--- src/hw/rtl/htlp_ram.sv ---
// Generic simple dual-port RAM: one write port, one read port, registered read.
// Used for the slot key/state store and the slot value store. No dependencies.
`default_nettype none

module htlp_ram #(
    parameter int WIDTH = 8,
    parameter int DEPTH = 16
) (
    input  wire logic                     i_clk,
    input  wire logic                     i_we,
    input  wire logic [$clog2(DEPTH)-1:0] i_waddr,
    input  wire logic [WIDTH-1:0]         i_wdata,
    input  wire logic [$clog2(DEPTH)-1:0] i_raddr,
    output logic      [WIDTH-1:0]         o_rdata
);

    logic [WIDTH-1:0] r_mem [DEPTH];

    // Write port and registered read (read returns data before a same-cycle write)
    always_ff @(posedge i_clk) begin
        if (i_we) begin
            r_mem[i_waddr] <= i_wdata;
        end
        o_rdata <= r_mem[i_raddr];
    end

endmodule

`default_nettype wire

--- config.mk ---
export PLATFORM = sky130hd
export DESIGN_NAME = htlp_ram
export DESIGN_NICKNAME = d
export VERILOG_FILES = /design/src/hw/rtl/htlp_ram.sv
export SDC_FILE = /design/constraint.sdc
export NUM_CORES = 1
export LEC_CHECK = 0
export BUFFER_PORTS_ARGS = -buffer_cell sky130_fd_sc_hd__buf_2
export CAP_MARGIN = 0
export CORE_ASPECT_RATIO = 1.1
export CORE_MARGIN = 1.5
export CORE_UTILIZATION = 50
export DETAILED_ROUTE_END_ITERATION = 10
export GPL_TIMING_DRIVEN = 0
export PLACE_DENSITY = 0.78
export SYNTH_ARGS = -nofsm -noshare
export SYNTH_HDL_FRONTEND = slang
export SYNTH_SLANG_ARGS = --single-unit
--- constraint.sdc ---
create_clock -name i_clk -period 2.4 [get_ports i_clk]
set_input_delay 0.48 -clock i_clk [delete_from_list [all_inputs] [get_ports i_clk]]
set_output_delay 0.48 -clock i_clk [all_outputs]
set_load 0.005 [all_outputs]
==> results list <==
- Dividing the detail-routed via count by the number of cells gives about 6.
* TritonCTS clock tree: done
- Via count: between 2000 and 2500
- Pwr dens: ~960 mW/mm^2
* Clock period minus worst slack: around 1.7 ns
* Routed wire length per instance: roughly 24 um
- The analysis attributes to cell leakage a power of 2.064 nW.
* Detailed Route WL: 9827 um
- R2r setup slk: around 0.95 ns
- Pin count of the biggest net entering global routing: 17
* Clock buffer count from CTS: 17
* Sink Count: approximately 140
- Global routing finished with a remaining overflow of 0.
- The count of nets left with antenna violations once routing finished came out at 0.
- The cell count after synthesis came out at ~230.
- Across the VDD grid, the largest voltage drop is between 0.5 and 0.6 mV.
- Initial core utilization: 51.80%
- Critical Path RT: about 2.6 ns
* R2R Path End: o_rdata[0]$_DFF_P_
- Final Hold Violating Endpoints: 0
* Maximum fanout count along the critical path: 5
* Post-Syn Nets: 247
* I/O pin total: 26
- For hold timing, the worst endpoint is r_mem[3][5]$_DFFE_PP_.
- The worst register-to-register path has a depth of 3.
* Setup repair after global routing missed its margin: no
* Sequential-to-total area share from yosys stat: between 70 and 80%
- Core area: around 0.0099 mm^2
* Drt first pass iters: 5
- The area growth from synthesis to layout is 18.35%.
- Number of synthesized register bits: about 140
* Result of the run: finished, final reports clean
* Die footprint: between 0.01 and 0.015 mm^2
- Max Clk Rate: about 0.58 GHz
- Setup violations remaining at the end of the flow were counted as 0.
* Post-route clock skew: between 0.005 and 0.006 ns
- After clock tree synthesis, the clock-pin slew on the worst setup and hold paths is around 0.060 ns.
- Post-cts hold buffer count: 0
* Estimated wirelength of the detail-placed design: 5887 um
- Post-CTS setup buffers: 0
* Floorplan row count: 38
- Bufs on Longest Clock Path: 2
- The number of antenna violations at the first check in global routing is 0.
* Number of H-tree branching levels: 4
- Number of unique standard cell types used by synthesis: 19
- Drt drc: 0
- Worst rel slew slack: 13.11%
- At the end of routability-driven placement, the weighted congestion stood at between 0.7 and 0.8.
- Overall power consumption after layout is estimated at 5.821 mW.
- Mean instance size in the synthesized netlist: roughly 22 um^2
* Clock latency at the later pin of the worst-skew pair: between 0.5 and 0.6 ns
- In this run the critical register-to-register path is launched from r_mem[2][0]$_DFFE_PP_.
- For this block, the initial DRC count from the detailed router was 379.
- Endpoint arrival time on the critical path: between 1.5 and 2 ns
- Class of the tightest hold or removal check: primary input to flop
- The setup path with the least slack is of type primary input to flop.
- The worst setup path is captured at a flop.
- In this run the horizontal extent of the chip is about 100 um.
- Number of global-route vias before repair: between 2000 and 2500
* Post-Syn Area: just over 0.005 mm^2
- Portion of the clock cycle consumed by the worst path in the final layout: about 71%
- Once the clock tree was built, the resizer swapped 0 gates to a different size.
- Max-cap violations in this run came to 0.
- IO Port Bufs: 24
- Share of the core filled with cells in the final layout: between 60% and 70%
- Root cell of the clock tree: clkbuf_8
- Global-route total usage across every layer: 19.77%
- Synth Warn #: 0
- The total count of max-transition violations in the final report is 0.
- For the pin with the worst max-slew slack, the measured transition is between 1 and 1.5 ns.
- Number of stages on the worst hold path: 1
- The startpoint identified for the worst hold timing path is i_wdata[5].
* First-pass GRT wire length: about 14000 um
* Final net count: between 200 and 300
- The post-route netlist has between 20% and 30% of its cells at a drive strength greater than 1.
- Kind of start point of the critical path: primary input
* Die Height: 109.4 um
- Antenna Diode Count: 0
[per-layer routing]
layer	global-route usage, %	vias to the layer above	wire, um
met1	26.58	1241	3996
met3	5.531	12	707
met4	10.06	0	218
li1	-	1064	-
met5	0	-	0
met2	30.03	112	4904
[layout by cell type (no fill, tap or decap), drive strengths merged]
cell type      count
clkdlybuf4s25      3
nand2b             2
and2               1
a22oi             16
clkinvlp           2
nor2              13
buf               32
nand3b             2
nand3              1
mux4              32
and2b              1
bufinv             7
clkinv             6
nor3               4
nor2b              1
nand2              9
clkbuf            17
edfxtp           128
or3b               1
dfxtp              8
[state kept, by name, indices dropped and copies added (netlist names)]
| name | count |
|---|---|
| r_mem | 128 |
| o_rdata | 8 |
[worst max path at each step]
| stage | startpoint | end | slack [ns] | cells after the start |
|---|---|---|---|---|
| after floorplan | i_waddr[2] | r_mem[0][0]$_DFFE_PP_ | 0.43 | 2 |
| after global placement | i_waddr[2] | r_mem[0][1]$_DFFE_PP_ | -0.12 | 3 |
| after detailed placement | i_waddr[2] | r_mem[0][1]$_DFFE_PP_ | -0.18 | 3 |
| after CTS | i_waddr[2] | r_mem[0][0]$_DFFE_PP_ | 0.37 | 3 |
| after global routing | i_we | r_mem[12][2]$_DFFE_PP_ | 0.61 | 3 |
| final | i_waddr[2] | r_mem[0][2]$_DFFE_PP_ | 0.69 | 4 |
[where the power goes]
group	switching, mW	internal [mW]
Sequential	0.0136	2.66
Combinational	0.143	0.105
Clock	0.917	1.99
Total	1.07	4.75
[worst max-delay path, stage by stage]
cell	delay (ns)
buf_2	0.12
or3b_2	0.53
nor3_1	0.51
buf_2	0.31
[cell families after synthesis]
group / after synthesis / share of synthesized area, %
simple gates: 35 / 3.184
mux: 32 / 15.02
buf+inv: 10 / 1.677
compound gates: 16 / 2.334
flops: 136 / 77.78
[Yosys cell counts]
| master | instances | area [um^2] |
|---|---|---|
| clkdlybuf4s25_2 | 3 | 30.03 |
| nor2b_1 | 1 | 6.260 |
| dfxtp_1 | 8 | 160.2 |
| mux4_1 | 14 | 367.9 |
| nand2_1 | 9 | 33.78 |
| mux4_2 | 18 | 405.4 |
| and2_1 | 1 | 6.260 |
| a22oi_1 | 16 | 120.1 |
| buf_2 | 3 | 15.01 |
| edfxtp_1 | 128 | 3844 |
| nand3_1 | 1 | 5.000 |
| nand2b_1 | 2 | 12.51 |
| nor2_1 | 13 | 48.80 |
| nor3_1 | 4 | 20.02 |
| or3b_2 | 1 | 8.760 |
| nand3b_1 | 2 | 15.01 |
| and2b_1 | 1 | 7.510 |
| buf_6 | 3 | 33.78 |
| buf_4 | 1 | 7.510 |
[through the flow]
stage / area, um^2 / hold WS [ns] / cells / setup slack (ns) / TNS (ns)
floorplan: 5147 / 0.5789 / 229 / 0.4271 / 0
global placement: 5418 / 0.6627 / 373 / -0.1185 / -0.9458
detailed placement: 5418 / 0.6772 / 373 / -0.1810 / -1.445
CTS: 6087 / 0.3315 / 405 / 0.3734 / 0
global route: 6092 / 0.3423 / 406 / 0.6116 / 0
finish: 6092 / 0.3483 / 406 / 0.6850 / 0
[layout make-up]
class / count / area, um^2
clock inverter: 15 / 255.2
buffer: 10 / 86.33
tap: 120 / 150.1
clock buffer: 17 / 414.1
sequential: 136 / 4004
multi-input combinational: 83 / 1057
timing repair buffer: 25 / 125.1
fill: 677 / 3845
Note: power is estimated with default switching activity, not from simulation.
